**src/rtl/jse_pkg.sv**
```systemverilog
// shared types, character codes and helpers for the json string escaper
package jse_pkg;

  typedef enum logic [2:0] {
    JOB_NONE,
    JOB_CHAR,
    JOB_ESC,
    JOB_U16,
    JOB_PAIR,
    JOB_ERR
  } job_kind_e;

  // one classified input byte: what the back end has to spell out
  typedef struct packed {
    job_kind_e   kind;
    logic [15:0] w0;
    logic [15:0] w1;
    logic        last;
  } job_t;

  localparam logic [7:0] ChQuote     = 8'h22;
  localparam logic [7:0] ChSlash     = 8'h2F;
  localparam logic [7:0] ChBackslash = 8'h5C;
  localparam logic [7:0] ChLowerB    = 8'h62;
  localparam logic [7:0] ChLowerF    = 8'h66;
  localparam logic [7:0] ChLowerN    = 8'h6E;
  localparam logic [7:0] ChLowerR    = 8'h72;
  localparam logic [7:0] ChLowerT    = 8'h74;
  localparam logic [7:0] ChLowerU    = 8'h75;

  localparam logic [7:0] CtlBackspace = 8'h08;
  localparam logic [7:0] CtlTab       = 8'h09;
  localparam logic [7:0] CtlNewline   = 8'h0A;
  localparam logic [7:0] CtlFormFeed  = 8'h0C;
  localparam logic [7:0] CtlReturn    = 8'h0D;

  localparam logic [20:0] BmpMax        = 21'h00FFFF;
  localparam logic [20:0] SupplBase     = 21'h010000;
  localparam logic [5:0]  HiSurrogateHi = 6'b110110;
  localparam logic [5:0]  LoSurrogateHi = 6'b110111;

  // lowercase hex digit
  function automatic logic [7:0] hex_char(input logic [3:0] n);
    logic [7:0] c;
    if (n < 4'd10) begin
      c = 8'h30 + {4'h0, n};
    end else begin
      c = 8'h57 + {4'h0, n};
    end
    return c;
  endfunction

endpackage

```
**src/rtl/jse_front.sv**
```systemverilog
// front end: utf-8 decoder and byte classifier, one item per cycle while the queue has room
module jse_front import jse_pkg::*; (
  input  logic       clk_i,
  input  logic       rst_ni,
  input  logic       cfg_we_i,
  input  logic       cfg_data_i,
  input  logic       in_valid_i,
  input  logic [7:0] in_byte_i,
  input  logic       last_of_string_i,
  input  logic       full_i,
  output logic       push_o,
  output job_t       job_o
);

  logic        sol_q;
  logic [20:0] cp_q, cp_d;
  logic [1:0]  rem_q, rem_d;
  logic        disc_q, disc_d;

  logic        accept;
  logic        err;
  logic [7:0]  b;
  logic        last;
  logic [20:0] cpn;
  logic [20:0] cofs;
  job_t        job;

  assign accept = in_valid_i && !full_i;
  assign b      = in_byte_i;
  assign last   = last_of_string_i;
  assign cpn    = {cp_q[14:0], b[5:0]};
  assign cofs   = cpn - SupplBase;

  always_comb begin
    cp_d     = cp_q;
    rem_d    = rem_q;
    disc_d   = disc_q;
    err      = 1'b0;
    job.kind = JOB_NONE;
    job.w0   = 16'h0000;
    job.w1   = 16'h0000;
    job.last = last;
    if (accept) begin
      if (disc_q) begin
        if (last) begin
          disc_d = 1'b0;
        end
      end else begin
        if (rem_q == 2'd0) begin
          if (b == ChQuote || b == ChBackslash || (b == ChSlash && sol_q)) begin
            job.kind = JOB_ESC;
            job.w0   = {8'h00, b};
          end else if (b == CtlBackspace) begin
            job.kind = JOB_ESC;
            job.w0   = {8'h00, ChLowerB};
          end else if (b == CtlFormFeed) begin
            job.kind = JOB_ESC;
            job.w0   = {8'h00, ChLowerF};
          end else if (b == CtlNewline) begin
            job.kind = JOB_ESC;
            job.w0   = {8'h00, ChLowerN};
          end else if (b == CtlReturn) begin
            job.kind = JOB_ESC;
            job.w0   = {8'h00, ChLowerR};
          end else if (b == CtlTab) begin
            job.kind = JOB_ESC;
            job.w0   = {8'h00, ChLowerT};
          end else if (b >= 8'h20 && b <= 8'h7E) begin
            job.kind = JOB_CHAR;
            job.w0   = {8'h00, b};
          end else if (b < 8'h80) begin
            job.kind = JOB_U16;
            job.w0   = {8'h00, b};
          end else if (b >= 8'hC2 && b <= 8'hDF) begin
            cp_d  = {16'h0000, b[4:0]};
            rem_d = 2'd1;
          end else if (b >= 8'hE0 && b <= 8'hEF) begin
            cp_d  = {17'h00000, b[3:0]};
            rem_d = 2'd2;
          end else if (b >= 8'hF0 && b <= 8'hF4) begin
            cp_d  = {18'h00000, b[2:0]};
            rem_d = 2'd3;
          end else begin
            err = 1'b1;
          end
        end else if (b[7:6] != 2'b10) begin
          err = 1'b1;
        end else begin
          // first continuation: reject overlong, surrogate and out of range forms
          if (rem_q == 2'd3) begin
            if ((cp_q == 21'd0 && b < 8'h90) || (cp_q == 21'd4 && b > 8'h8F)) begin
              err = 1'b1;
            end
          end else if (rem_q == 2'd2 && cp_q < 21'h10) begin
            if ((cp_q == 21'd0 && b < 8'hA0) || (cp_q == 21'hD && b > 8'h9F)) begin
              err = 1'b1;
            end
          end
          if (!err) begin
            rem_d = rem_q - 2'd1;
            if (rem_d == 2'd0) begin
              cp_d = 21'd0;
              if (cpn <= BmpMax) begin
                job.kind = JOB_U16;
                job.w0   = cpn[15:0];
              end else begin
                job.kind = JOB_PAIR;
                job.w0   = {HiSurrogateHi, cofs[19:10]};
                job.w1   = {LoSurrogateHi, cofs[9:0]};
              end
            end else begin
              cp_d = cpn;
            end
          end
        end
        if (!err && last && rem_d != 2'd0) begin
          err = 1'b1;
        end
        if (err) begin
          cp_d     = 21'd0;
          rem_d    = 2'd0;
          disc_d   = !last;
          job.kind = JOB_ERR;
          job.w0   = 16'h0000;
          job.w1   = 16'h0000;
        end
      end
    end
  end

  assign push_o = accept && (job.kind != JOB_NONE);
  assign job_o  = job;

  always_ff @(posedge clk_i or negedge rst_ni) begin
    if (!rst_ni) begin
      sol_q  <= 1'b0;
      cp_q   <= 21'd0;
      rem_q  <= 2'd0;
      disc_q <= 1'b0;
    end else begin
      if (cfg_we_i) begin
        sol_q <= cfg_data_i;
      end
      cp_q   <= cp_d;
      rem_q  <= rem_d;
      disc_q <= disc_d;
    end
  end

endmodule

```
**src/rtl/jse_queue.sv**
```systemverilog
// small job queue between front and back ends
module jse_queue import jse_pkg::*; #(
  parameter int unsigned Depth = 4
) (
  input  logic clk_i,
  input  logic rst_ni,
  input  logic push_i,
  input  job_t job_i,
  input  logic pop_i,
  output logic full_o,
  output logic not_empty_o,
  output job_t head_o
);

  localparam int unsigned PtrW = $clog2(Depth);
  localparam int unsigned CntW = $clog2(Depth + 1);
  localparam logic [PtrW-1:0] LastPtr = PtrW'(Depth - 1);
  localparam logic [CntW-1:0] FullCnt = CntW'(Depth);

  job_t            entry_q [Depth];
  logic [PtrW-1:0] wr_q, rd_q;
  logic [CntW-1:0] cnt_q;

  assign full_o      = (cnt_q == FullCnt);
  assign not_empty_o = (cnt_q != '0);
  assign head_o      = entry_q[rd_q];

  always_ff @(posedge clk_i) begin
    if (push_i) begin
      entry_q[wr_q] <= job_i;
    end
  end

  always_ff @(posedge clk_i or negedge rst_ni) begin
    if (!rst_ni) begin
      wr_q  <= '0;
      rd_q  <= '0;
      cnt_q <= '0;
    end else begin
      if (push_i) begin
        wr_q <= (wr_q == LastPtr) ? '0 : wr_q + 1'b1;
      end
      if (pop_i) begin
        rd_q <= (rd_q == LastPtr) ? '0 : rd_q + 1'b1;
      end
      if (push_i && !pop_i) begin
        cnt_q <= cnt_q + 1'b1;
      end else if (pop_i && !push_i) begin
        cnt_q <= cnt_q - 1'b1;
      end
    end
  end

endmodule

```
**src/rtl/jse_back.sv**
```systemverilog
// back end: spells out one output character per cycle, unless the output stalls, into the output register
module jse_back import jse_pkg::*; (
  input  logic       clk_i,
  input  logic       rst_ni,
  input  logic       not_empty_i,
  input  job_t       head_i,
  output logic       pop_o,
  output logic       out_valid_o,
  input  logic       out_stall_i,
  output logic [7:0] out_char_o,
  output logic       run_last_o,
  output logic       string_end_o,
  output logic       bad_utf8_o
);

  localparam logic [2:0] PosLast = 3'd5;

  logic [2:0]  pos_q;
  logic        word_q;
  logic        valid_q;
  logic [7:0]  char_q;
  logic        run_last_q, end_q, bad_q;

  logic        adv;
  logic        fin;
  logic        bad;
  logic [7:0]  ch;
  logic [15:0] word;

  assign word = word_q ? head_i.w1 : head_i.w0;

  always_comb begin
    ch  = 8'h00;
    fin = 1'b1;
    bad = 1'b0;
    unique case (head_i.kind) inside
      JOB_CHAR: ch = head_i.w0[7:0];
      JOB_ESC: begin
        ch  = (pos_q == 3'd0) ? ChBackslash : head_i.w0[7:0];
        fin = (pos_q != 3'd0);
      end
      JOB_U16, JOB_PAIR: begin
        unique case (pos_q)
          3'd0:    ch = ChBackslash;
          3'd1:    ch = ChLowerU;
          3'd2:    ch = hex_char(word[15:12]);
          3'd3:    ch = hex_char(word[11:8]);
          3'd4:    ch = hex_char(word[7:4]);
          default: ch = hex_char(word[3:0]);
        endcase
        fin = (pos_q == PosLast) && (head_i.kind == JOB_U16 || word_q);
      end
      JOB_ERR: bad = 1'b1;
      default: ch = 8'h00;
    endcase
  end

  assign adv   = not_empty_i && (!valid_q || !out_stall_i);
  assign pop_o = adv && fin;

  always_ff @(posedge clk_i) begin
    if (adv) begin
      char_q     <= ch;
      run_last_q <= fin;
      end_q      <= fin && head_i.last;
      bad_q      <= bad;
    end
  end

  always_ff @(posedge clk_i or negedge rst_ni) begin
    if (!rst_ni) begin
      pos_q   <= 3'd0;
      word_q  <= 1'b0;
      valid_q <= 1'b0;
    end else begin
      if (adv) begin
        valid_q <= 1'b1;
        if (fin) begin
          pos_q  <= 3'd0;
          word_q <= 1'b0;
        end else if (pos_q == PosLast) begin
          // high surrogate done, move on to the low one
          pos_q  <= 3'd0;
          word_q <= 1'b1;
        end else begin
          pos_q <= pos_q + 3'd1;
        end
      end else if (!out_stall_i) begin
        valid_q <= 1'b0;
      end
    end
  end

  assign out_valid_o  = valid_q;
  assign out_char_o   = char_q;
  assign run_last_o   = run_last_q;
  assign string_end_o = end_q;
  assign bad_utf8_o   = bad_q;

endmodule

```
**src/rtl/json_string_escaper.sv**
```systemverilog
// top level of the json string escaper
//
//  channel | direction | handshake             | payload
//  --------+-----------+-----------------------+-----------------------------------------
//  in      | input     | in_valid_i/in_stall_o | in_byte_i, last_of_string_i
//  out     | output    | out_valid_o/out_stall_i | out_char_o, run_last_o, string_end_o,
//          |           |                       | bad_utf8_o
//  cfg     | input     | cfg_we_i              | cfg_data_i (escape_solidus)
//
// one output character leaves per cycle while the output is not stalled; an input byte
// is taken every cycle while the job queue (QueueDepth entries) has room. a job spells
// out 1, 2, 6 or 12 characters (plain, short escape, \uxxxx, surrogate pair), so the
// character sequencer sets the sustained byte rate. reset is asynchronous and
// needs no clearing pass. an output stall holds the result register and backs
// up through the queue to in_stall_o.
module json_string_escaper import jse_pkg::*; #(
  parameter int unsigned QueueDepth = 4
) (
  input  logic       clk_i,
  input  logic       rst_ni,
  input  logic       cfg_we_i,
  input  logic       cfg_data_i,
  input  logic       in_valid_i,
  output logic       in_stall_o,
  input  logic [7:0] in_byte_i,
  input  logic       last_of_string_i,
  output logic       out_valid_o,
  input  logic       out_stall_i,
  output logic [7:0] out_char_o,
  output logic       run_last_o,
  output logic       string_end_o,
  output logic       bad_utf8_o
);

  logic q_full, q_not_empty, q_push, q_pop;
  job_t front_job, head_job;

  jse_front u_front (
    .clk_i,
    .rst_ni,
    .cfg_we_i,
    .cfg_data_i,
    .in_valid_i,
    .in_byte_i,
    .last_of_string_i,
    .full_i (q_full),
    .push_o (q_push),
    .job_o  (front_job)
  );

  jse_queue #(
    .Depth (QueueDepth)
  ) u_queue (
    .clk_i,
    .rst_ni,
    .push_i      (q_push),
    .job_i       (front_job),
    .pop_i       (q_pop),
    .full_o      (q_full),
    .not_empty_o (q_not_empty),
    .head_o      (head_job)
  );

  jse_back u_back (
    .clk_i,
    .rst_ni,
    .not_empty_i (q_not_empty),
    .head_i      (head_job),
    .pop_o       (q_pop),
    .out_valid_o,
    .out_stall_i,
    .out_char_o,
    .run_last_o,
    .string_end_o,
    .bad_utf8_o
  );

  assign in_stall_o = q_full;

  // an error item is a single zero character closing its byte
  assert property (@(posedge clk_i) disable iff (!rst_ni)
    out_valid_o && bad_utf8_o |-> out_char_o == 8'h00 && run_last_o)
    else $error("error item with nonzero char or without run_last");

  assert property (@(posedge clk_i) disable iff (!rst_ni)
    out_valid_o && string_end_o |-> run_last_o)
    else $error("string_end on an item that does not close its byte");

  assert property (@(posedge clk_i) disable iff (!rst_ni)
    q_pop |-> q_not_empty)
    else $error("job queue popped while empty");

  assert property (@(posedge clk_i) disable iff (!rst_ni)
    q_push |-> !q_full)
    else $error("job queue pushed while full");

endmodule
```
**config.mk**
```make
export PLATFORM = sky130hd
export DESIGN_NAME = json_string_escaper
export DESIGN_NICKNAME = d
export VERILOG_FILES = /design/src/rtl/jse_pkg.sv /design/src/rtl/jse_front.sv /design/src/rtl/jse_queue.sv /design/src/rtl/jse_back.sv /design/src/rtl/json_string_escaper.sv
export SDC_FILE = /design/constraint.sdc
export NUM_CORES = 1
export LEC_CHECK = 0
export BUFFER_PORTS_ARGS = -buffer_cell sky130_fd_sc_hd__buf_2
export CAP_MARGIN = 20
export CORE_MARGIN = 4
export CORE_UTILIZATION = 30
export CTS_BUF_LIST = sky130_fd_sc_hd__clkbuf_4 sky130_fd_sc_hd__clkbuf_8 sky130_fd_sc_hd__clkbuf_16
export DETAILED_ROUTE_END_ITERATION = 6
export GPL_TIMING_DRIVEN = 1
export HOLD_SLACK_MARGIN = 0.06
export PLACE_DENSITY_LB_ADDON = 0.12
export SLEW_MARGIN = 20
export SYNTH_ARGS = -nofsm -noshare
export SYNTH_HDL_FRONTEND = slang
export SYNTH_SLANG_ARGS = --single-unit
export TNS_END_PERCENT = 5
```
**constraint.sdc**
```tcl
create_clock -name clk_i -period 4.4 [get_ports clk_i]
set_input_delay 0.44 -clock clk_i [delete_from_list [all_inputs] [get_ports clk_i]]
set_output_delay 0.44 -clock clk_i [all_outputs]
set_load 0.02 [all_outputs]
```
## Word-level counts from Yosys, hierarchy flattened

Memory sizes are Yosys's and may differ from the RTL's.
Cells that the tools add are included.

| storage, ports and cells | value |
|---|---|
| memories | 1 |
| output and inout bits | 13 |
| memory bits (writable) | 144 |
| flip-flop bits (word level) | 48 |
| input bits | 15 |
| logic and storage cells | 237 |

| operators by class | value |
|---|---|
| bitwise operators | 1 |
| equal/unequal tests | 38 |
| reduce and logical (&&, ||, !) cells | 47 |
| $add $sub $neg | 15 |
| muxes and demuxes | 102 |
| order comparisons | 19 |

Memories:

| name | words | width | read ports | clocked after Yosys merged registers in | write ports | RTL line | source |
|---|---|---|---|---|---|---|---|
| u_queue.entry_q | 4 | 36 | 1 | 0 | 1 | jse_queue.sv:20 | `job_t entry_q [Depth];` |

Operators with widths:

| cell | count |
|---|---|
| 21-bit 2-to-1 mux | 16 |
| 35-bit 2-to-1 mux | 6 |
| 19-bit 2-to-1 mux | 9 |
| 16-bit 2-to-1 mux | 3 |
| 8-bit by 4-bit equality test with 1-bit output (second input constant) | 5 |
| 8-bit 2-to-1 mux | 5 |
| 8-bit case mux with 5 select lines | 1 |
| 2-bit 2-to-1 mux | 19 |
| 1-bit 2-to-1 mux | 36 |
| 7-bit by 4-bit adder with 8-bit output (first input constant) | 4 |
| 6-bit by 4-bit adder with 7-bit output (first input constant) | 4 |
| 8-bit greater-or-equal comparator (second input constant) | 3 |
| 8-bit less-or-equal comparator (second input constant) | 3 |
| 8-bit less-than comparator (second input constant) | 3 |
| 3-bit != test (second input constant) | 8 |
| 8-bit case mux with 3 select lines | 1 |
| 21-bit by 3-bit equality test with 1-bit output (second input constant) | 1 |
| 21-bit by 4-bit equality test with 1-bit output (second input constant) | 1 |
| 21-bit by 16-bit less-or-equal comparator with 1-bit output (second input constant) | 1 |
| 21-bit zero test | 1 |
| 21-bit by 5-bit less-than comparator with 1-bit output (second input constant) | 1 |
| 1-bit logical AND | 20 |
| 20-bit by 17-bit subtractor with 20-bit output (second input constant) | 1 |
| 18-bit 2-to-1 mux | 1 |
| other kinds (30) | 69 |

## Depth between registers and ports, before layout

Gate-level depths: netlist of the first run.

| depth | value |
|---|---|
| depth in word-level cells | 31 |
| mapped depth | 16 |
| depth with buffers taken out | 15 |

## Hierarchy

Synthesis of the first run repeated with hierarchy kept, for this count alone.

| unflattened totals | value |
|---|---|
| cell total of the unflattened synthesis | 740 |
| area total of the unflattened synthesis | 9,913.3 um^2 |

Modules (own cells, without submodules):

| module | sequential area each (um^2) | cells an instance | area an instance (um^2) | times used |
|---|---|---|---|---|
| jse_queue | 4,499.3 | 225 | 5,622.9 | 1 |
| jse_front | 625.6 | 302 | 2,462.4 | 1 |
| jse_back | 455.4 | 213 | 1,828.0 | 1 |

## Worst setup path after synthesis of the first run

Ideal clock, no wire load.

| timing path | value |
|---|---|
| kind | input to register |
| start | in in_byte_i[3] |
| end | mem u_queue.entry_q[3][0] in the netlist's numbering (enable) |
| data required time | 4.009 ns |
| library setup time | 0.391 ns |
| data arrival time | 3.106 ns |
| stages | 9 |
| slack | 0.904 ns |
| buffers on the path | 1 |
| cell sequence | buf_6 -> and4b_1 -> a311oi_1 -> o2111ai_1 -> a2111o_1 -> o311ai_1 -> o31ai_4 -> a31oi_2 -> and2_1 |

| on the way | value |
|---|---|
| longest elaborated chain between the ends | 29 |
| elaborated cells between the ends (all ways) | 101 |
| those cells by class | 14 x order compare; 8 x eq/ne; 60 x mux; 19 x reduce/logical |

Ends and longest elaborated chain:

| item | RTL line | source |
|---|---|---|
| start, declared | json_string_escaper.sv:25 | `input logic [7:0] in_byte_i,` |
| 8-bit greater-or-equal comparator / 8-bit less-or-equal comparator (equally long branches) | jse_front.sv:80 | `end else if (b >= 8'hF0 && b <= 8'hF4) begin` |
| 1-bit logical AND | jse_front.sv:80 |  |
| 1-bit 2-to-1 mux | jse_front.sv:80 |  |
| 1-bit 2-to-1 mux | jse_front.sv:77 | `end else if (b >= 8'hE0 && b <= 8'hEF) begin` |
| 1-bit 2-to-1 mux | jse_front.sv:74 | `end else if (b >= 8'hC2 && b <= 8'hDF) begin` |
| 1-bit 2-to-1 mux | jse_front.sv:71 | `end else if (b < 8'h80) begin` |
| 1-bit 2-to-1 mux | jse_front.sv:68 | `end else if (b >= 8'h20 && b <= 8'h7E) begin` |
| 1-bit 2-to-1 mux | jse_front.sv:65 | `end else if (b == CtlTab) begin` |
| [14 not listed] | -- |  |
| 35-bit 2-to-1 mux * | jse_front.sv:119 | `if (err) begin` |
| 35-bit 2-to-1 mux * | jse_front.sv:44 | `if (disc_q) begin` |
| 35-bit 2-to-1 mux * | jse_front.sv:43 | `if (accept) begin` |
| 3-bit nonzero test * | jse_front.sv:131 | `assign push_o = accept && (job.kind != JOB_NONE);` |
| 1-bit logical AND * | jse_front.sv:131 |  |
| net q_push | json_string_escaper.sv:35 | `logic q_full, q_not_empty, q_push, q_pop;` |
| 1-bit 2-to-1 mux * | jse_queue.sv:29 | `if (push_i) begin` |
| 1-bit 2-to-1 mux (not written as such) * | jse_queue.sv:30 | `entry_q[wr_q] <= job_i;` |
| end, declared | jse_queue.sv:20 |  |

The timed path passes the listed nets; every way through them passes the cells marked *. The select of a mux whose other input is x is not followed.

## Final worst setup path of the first run

| timing path | value |
|---|---|
| start | reg u_front.cp_q[5] |
| end | reg u_queue.cnt_q[2] |

| on the way | value |
|---|---|
| longest elaborated chain between the ends | 28 |
| elaborated cells between the ends (all ways) | 51 |
| those cells by class | 2 x order compare; 2 x eq/ne; 29 x mux; 18 x reduce/logical |

Ends and longest elaborated chain:

| item | RTL line | source |
|---|---|---|
| start, declared | jse_front.sv:16 | `logic [20:0] cp_q, cp_d;` |
| start signal, assigned | jse_front.sv:144 | `cp_q <= cp_d;` |
| branches (longest 20 deep; another with 21-bit by 5-bit less-than comparator with 1-bit output) | -- |  |
| 35-bit 2-to-1 mux * | jse_front.sv:119 |  |
| 35-bit 2-to-1 mux * | jse_front.sv:44 |  |
| 35-bit 2-to-1 mux * | jse_front.sv:43 |  |
| 3-bit nonzero test * | jse_front.sv:131 |  |
| 1-bit logical AND * | jse_front.sv:131 |  |
| net q_push | json_string_escaper.sv:35 |  |
| 1-bit zero test | jse_queue.sv:48 | `end else if (pop_i && !push_i) begin` |
| 1-bit logical AND | jse_queue.sv:48 |  |
| 2-bit nonzero test (no line) | -- |  |
| end signal, assigned | jse_queue.sv:47 | `cnt_q <= cnt_q + 1'b1;` |
| end signal, assigned | jse_queue.sv:49 | `cnt_q <= cnt_q - 1'b1;` |
| end, declared | jse_queue.sv:22 | `logic [CntW-1:0] cnt_q;` |

Mark *: on every way through the listed nets, which the timed path passes. The select of a mux whose other input is x is not followed.
A chain may end at the register's enable or synchronous reset.

==> results of run 1 <==
[path summary, 6_finish.rpt]
kind                                                startpoint                        endpoint  slack, ps  cells after the start
worst max-delay path               u_front.cp_q[5]$_DFFE_PN0P_    u_queue.cnt_q[2]$_DFFE_PN0P_        430                     13
worst min-delay path                               out_stall_i  u_back.out_valid_o$_DFFE_PN0P_        230                      3
worst max register to register     u_front.cp_q[5]$_DFFE_PN0P_    u_queue.cnt_q[2]$_DFFE_PN0P_        430                     13
worst min register to register  u_back.out_valid_o$_DFFE_PN0P_  u_back.out_valid_o$_DFFE_PN0P_        500                      2
max in group asynchronous                               rst_ni     u_queue.rd_q[0]$_DFFE_PN0P_       3440                      2
min in group asynchronous                               rst_ni  u_back.out_valid_o$_DFFE_PN0P_        560                      2
[registers in the layout, indices dropped and copies added, names as in the netlist]
register	cells
u_back.out_char_o	8
u_back.pos_q	3
u_front.disc_q	1
u_back.string_end_o	1
u_front.rem_q	2
u_front.cp_q	21
u_queue.cnt_q	3
u_queue.entry_q	124
u_front.sol_q	1
u_back.word_q	1
u_queue.wr_q	2
u_back.out_valid_o	1
u_back.run_last_o	1
u_queue.rd_q	2
u_back.bad_utf8_o	1
[tightest hold or removal path, cell delays in order]
cell and delay [ps]:
buf_2 90, nand2_1 50, nand2_1 40
[metrics by stage]
step / cells / power [mW] / utilization / hold WS, ps
4_1_cts: 1052 / 6.65 / 0.349 / 195
2_1_floorplan: 628 / 4.30 / - / 144
3_5_place_dp: 1020 / 5.17 / 0.328 / 481
5_1_grt: 1053 / 6.99 / 0.349 / 229
3_3_place_gp: 1020 / 5.14 / 0.328 / 470
6_report: 1053 / 6.57 / 0.349 / 228
[Yosys cell counts (all sizes together), types with 5 or more instances]
cell	instances	share of area
a21oi	36	0.021
a22o	17	0.018
and2	17	0.013
buf	17	0.011
clkbuf	16	0.0071
dfrtp	37	0.11
edfxtp	135	0.48
ha	17	0.025
inv	24	0.011
mux2	9	0.012
mux2i	17	0.020
mux4	31	0.083
nand2	33	0.015
nand2b	9	0.0067
nand3	8	0.0047
nand4	8	0.0059
nor2	54	0.024
nor2b	5	0.0037
nor3	16	0.010
nor4	8	0.0077
o21a	5	0.0044
o21ai	22	0.013
o31ai	5	0.0061
o41ai	5	0.0052
xnor2	5	0.0052
xor2	6	0.0062
[power breakdown]
part | leakage, nW | switching, mW | total (mW) | internal, mW
Combinational | 1.37 | 1.68 | 2.76 | 1.08
Clock | 0.280 | 0.701 | 1.46 | 0.758
Sequential | 1.75 | 0.204 | 2.35 | 2.14
Total | 3.39 | 2.59 | 6.57 | 3.98
[cells by family (layout without fill, tap and decap cells)]
family,Yosys count,in the layout,synth area share
buf+inv,57,104,0.0292
mux,57,57,0.115
fa+ha+maj,18,18,0.0276
compound gates,136,136,0.118
flops,172,172,0.590
simple gates,177,177,0.109
xor+xnor,11,11,0.0114
[metal layers]
metal,up-vias,global-route usage
met5,-,0
li1,2509,-
met4,0,0.0312
met1,2733,0.189
met2,96,0.233
met3,15,0.0256
[area by class of cell]
| cell class | instances | share of cell area |
|---|---|---|
| tap | 378 | 0.0488 |
| clock buffer | 17 | 0.0439 |
| multi-input combinational | 399 | 0.333 |
| inverter | 24 | 0.00929 |
| clock inverter | 15 | 0.0155 |
| sequential | 172 | 0.514 |
| timing repair buffer | 48 | 0.0359 |
==> results_dict.tcl, run 1 <==
set metrics [dict create \
    status "finished, final reports clean" \
    start_kind "flip-flop" \
    cp_top_family "compound AO/OA/AOI/OAI gates" \
    max_slew_margin 0.335 \
    skew_ps 15.8 \
    cts_sinks 172 \
    worst_pin_slew_ps 982 \
    place.gp.congestion 0.865 \
    cts_buffers 17 \
    synth_edf_count 135 \
    final_common_cell "edfxtp_1" \
    power_leakage_nw 3.39 \
    clk_latency_ps 430 \
    met3_length_microns 604 \
    post_cts_resized 0 \
    syn2layout_area_growth_pct 14.9 \
    grt_max_degree 38 \
    tritoncts "done" \
    ys_seq_area_frac 0.590 \
    required_ps 4750 \
    drv_slew 0 \
    setup_ws_ps 429 \
    synth_area_sq_um 8440 \
    cp_max_fo 7 \
    highest_layer "met4" \
    fin_nets 695 \
    clk_path_buf_depth 2 \
    rsz0062_at_grt "no" \
    setup_viol 0 \
    clock.fmax_mhz 252 \
    synth_cells 628 \
    peakVddDrop_v 0.000251 \
    crit_type "flip-flop to flip-flop" \
    grt_pass1_wl_microns 32700 \
    dr.first_iter.drc_count 318 \
    grt_pass1_vias 5436 \
    avgSynthCellArea_sq_um 13.4 \
    drc_errors 0 \
    holdCritPathClass "input port to flip-flop" \
    grt.total_usage 0.139 \
    placed_cell_area_sq_um 9110 \
    via_per_inst 5.08 \
    multiInputGateArea_sq_um 3230 \
    post-route-period-util 0.903 \
    overflow 0 \
    cp-end-kind "flip-flop" \
    wire_per_inst_microns 20.0 \
    worstPathArrival_ps 4320 \
    cts_root_buf "clkbuf_16" \
    cp_slowest_cell "nor4_1" \
    crit_buf_inv 1 \
    initial_core_util 0.304 \
    antenna_found_initial 0 \
    finalHoldViolCount 0 \
    io_pins 28 \
    numPortBuffers 27 \
    route.met2.wl_microns 10300 \
    fp.coreArea_sq_um 27800 \
    dp.final_hpwl_microns 14800 \
    antenna_cells 0 \
    wl_met1_microns 9960 \
    ys_warn_count 0 \
    slowest_delay_ps 500 \
    dieHeight_microns 176 \
    finalInstanceArea_sq_um 9700 \
    fin_crit_ps 3970 \
    setup_tns_ps 0 \
    layout_common_cells "edfxtp_1, nor2_1, a21oi_1, dfrtp_1, nand2_1" \
    p_per_area_nw_per_um2 677 \
    yosysUniqueCellTypes 73 \
    cap_violations 0 \
    die_area_sq_um 30900 \
    antenna_left 0 \
    nFillCells 2717 \
    syn_nets 661 \
    htree_levels 4 \
    drt-pass1-iter-count 5 \
    seqCellArea_sq_um 4980 \
    die_width_microns 176 \
    clkSlewWorstSetupHoldPaths_ps 80 \
    ys.flop_type "edfxtp_1" \
    postCtsSetupBuffers 0 \
    preCtsSetupSlack_ps 210 \
    rows 61 \
    finalWirelength_microns 21000 \
    drive_gt1_frac 0.193 \
    vias 5353 \
    async_reset_ff_frac 0.215 \
    crit_chain "nor4_1 -> nand4_1 -> and2_1 -> a2111o_1 -> o311ai_1 -> o31ai_4 -> a31oi_2 -> ha_1 -> inv_1 -> fa_1 -> xor2_1 -> nor2_1 -> xor2_1" \
    synth_seq_cells 172 \
    hold_buffers 0 \
    crit_top_cell "xor2_1" \
]
No activity file was read; power rests on OpenSTA's default activity.
==> run 2: changes to the inputs <==
--- a/config.mk
+++ b/config.mk
@@ -5,6 +5,7 @@
 export SDC_FILE = /design/constraint.sdc
 export NUM_CORES = 1
 export LEC_CHECK = 0
+export ABC_AREA = 1
 export BUFFER_PORTS_ARGS = -buffer_cell sky130_fd_sc_hd__buf_2
 export CAP_MARGIN = 20
 export CORE_MARGIN = 4
==> results_dict.tcl, run 2 <==
set metrics [dict create \
    tritoncts "done" \
    rows 62 \
    finalWirelength_microns 23800 \
    overflow 0 \
    place.gp.congestion 0.877 \
    total_power_mw 7.10 \
    fin_crit_ps 3640 \
    largest_register_ffs 124 \
    yosysUniqueCellTypes 51 \
    clk_path_buf_depth 2 \
    synth.area.top_cells "edfxtp_1, dfrtp_1, nand2_1, nor2_1, o21ai_0" \
    numPortBuffers 27 \
    dieHeight_microns 178 \
    setup_tns_ps 0 \
    syn_nets 944 \
    synth-compound-area-share 0.126 \
    synth_cells 911 \
    ys_top_cells_by_count "nand2_1, edfxtp_1, nor2_1, inv_1, o21ai_0" \
    clk_latency_ps 430 \
    post-route-period-util 0.827 \
    drc_errors 0 \
    die_area_sq_um 31700 \
    cp-end-kind "flip-flop" \
    ys.flop_type "edfxtp_1" \
    setup_viol 0 \
    peakVddDrop_v 0.000283 \
    cts_buffers 17 \
    finalHoldViolCount 0 \
    rsz0062_at_grt "no" \
    post_cts_resized 0 \
    synth.top_cell.area_share 0.467 \
    yosys.area_share.simple 0.202 \
    fin_nets 971 \
    dr.first_iter.drc_count 640 \
    cts_sinks 172 \
    drt-pass1-iter-count 5 \
    preCtsSetupSlack_ps 683 \
    grt_pass1_vias 6410 \
    vias 6566 \
    synthMuxAreaShare 0.00130 \
    ys_seq_area_frac 0.573 \
    finish.utilization 0.345 \
    synth_area_sq_um 8680 \
    via_per_inst 4.91 \
    antenna_left 0 \
    drv_slew 0 \
    clock.fmax_mhz 275 \
    async_reset_ff_frac 0.215 \
    clkSlewWorstSetupHoldPaths_ps 70 \
    cp_max_fo 8 \
    synth_edf_count 135 \
    grt_max_degree 59 \
    power_leakage_nw 3.93 \
    worst_pin_slew_ps 995 \
    dp.final_hpwl_microns 16800 \
    crit_type "flip-flop to flip-flop" \
    drive_gt1_frac 0.115 \
    p_per_area_nw_per_um2 718 \
    ys_warn_count 0 \
    synth_seq_cells 172 \
    status "finished, final reports clean" \
    syn2layout_area_growth_pct 13.9 \
    cts_root_buf "clkbuf_16" \
    initial_core_util 0.303 \
    final_common_cell "nand2_1" \
    layout_common_cells "nand2_1, edfxtp_1, nor2_1" \
    grt_pass1_wl_microns 37600 \
    max_slew_margin 0.336 \
    avgSynthCellArea_sq_um 9.53 \
    skew_ps 10.8 \
    postCtsSetupBuffers 0 \
    holdCritPathClass "input port to asynchronous set/reset pin" \
    synth_area_leader_cell "edfxtp_1" \
    fp.coreArea_sq_um 28600 \
    htree_levels 4 \
    setup_ws_ps 762 \
    hold_buffers 0 \
    worstPathArrival_ps 3940 \
    io_pins 28 \
    wire_per_inst_microns 17.8 \
    required_ps 4710 \
    largest_register "u_queue.entry_q" \
    synth_top_family_by_area "simple AND/OR/NAND/NOR gates" \
    synth_xor_area_frac 0.00504 \
    yosysMostFrequentCell "nand2_1" \
    cap_violations 0 \
    grt.total_usage 0.156 \
    start_kind "flip-flop" \
    die_width_microns 178 \
    antenna_found_initial 0 \
    synth_fa_ha_area_frac 0.0268 \
]
==> run 2: changes by cell type after synthesis, sizes merged, moves of 9 or more <==
cell	delta
a22o	-17
and2	-17
inv	+79
mux2i	-17
mux4	-31
nand2	+138
nand2b	-9
nand3	+52
nor2	+73
o21ai	+62
o22ai	+15
==> run 2: report_power, final <==
part           switching (mW)  internal, mW  leakage, nW
logic                    2.18         0.904         1.86
clock network           0.674         0.908        0.297
registers               0.179          2.26         1.77
==> run 2: logic make-up (layout without fill, tap and decap cells) <==
kind of cell / count (synthesis) / in the layout
compound gates: 179 / 179
mux: 1 / 1
fa+ha+maj: 18 / 18
other cells: 0 / 1
simple gates: 399 / 399
flops: 172 / 172
buf+inv: 137 / 177
xor+xnor: 5 / 5
==> run 2: routing by layer <==
layer  global-route usage  wire [microns]
met1                0.229           11700
met4               0.0361             276
met5                    0               0
met3               0.0288             988
met2                0.239           10900
==> run 2: worst paths after layout <==
check | startpoint | to | slack [ps] | depth (start not counted)
worst max-delay path | u_front.cp_q[10]$_DFFE_PN0P_ | u_queue.cnt_q[2]$_DFFE_PN0P_ | 760 | 22
min in group clk_i | cfg_we_i | u_front.sol_q$_DFFE_PN0P_ | 220 | 2
max in group asynchronous | rst_ni | u_queue.rd_q[0]$_DFFE_PN0P_ | 3550 | 1
worst min register to register | u_back.out_valid_o$_DFFE_PN0P_ | u_back.out_valid_o$_DFFE_PN0P_ | 510 | 2
worst min-delay path | rst_ni | u_queue.wr_q[1]$_DFFE_PN0P_ | 180 | 1
worst max register to register | u_front.cp_q[10]$_DFFE_PN0P_ | u_queue.cnt_q[2]$_DFFE_PN0P_ | 760 | 22
==> run 2: layout make-up <==
type / instances / area (sq um)
flip-flops and latches: 172 / 4980
clock inverters: 15 / 188
clock buffers: 17 / 425
well taps: 384 / 480
multi-input cells: 602 / 3160
diodes: 1 / 2.50
fillers: 2924 / 18700
inverters: 106 / 399
repair buffers: 39 / 250
==> run 2: critical path, stage by stage (launching register included) <==
cell,delay [ps]
dfrtp_1,390
inv_1,210
ha_1,190
nand3_1,90
nor2_1,150
nand2_1,70
nor2_1,80
nand3_1,70
nand2_1,70
nand2_2,110
nand2_4,150
nand2_1,100
o21ai_0,180
inv_2,120
nand3_1,100
nand3_1,150
nand3_1,210
ha_1,170
inv_1,70
fa_1,430
a21oi_1,140
o21ai_0,110
xor2_1,150
==> run 2: through the flow <==
stage,cell area (sq um),hold WS (ps),instances
6_report,9890,176,1336
5_1_grt,9880,221,1335
4_1_cts,9880,186,1335
3_5_place_dp,9270,497,1303
3_3_place_gp,9270,491,1303
2_1_floorplan,8680,144,911
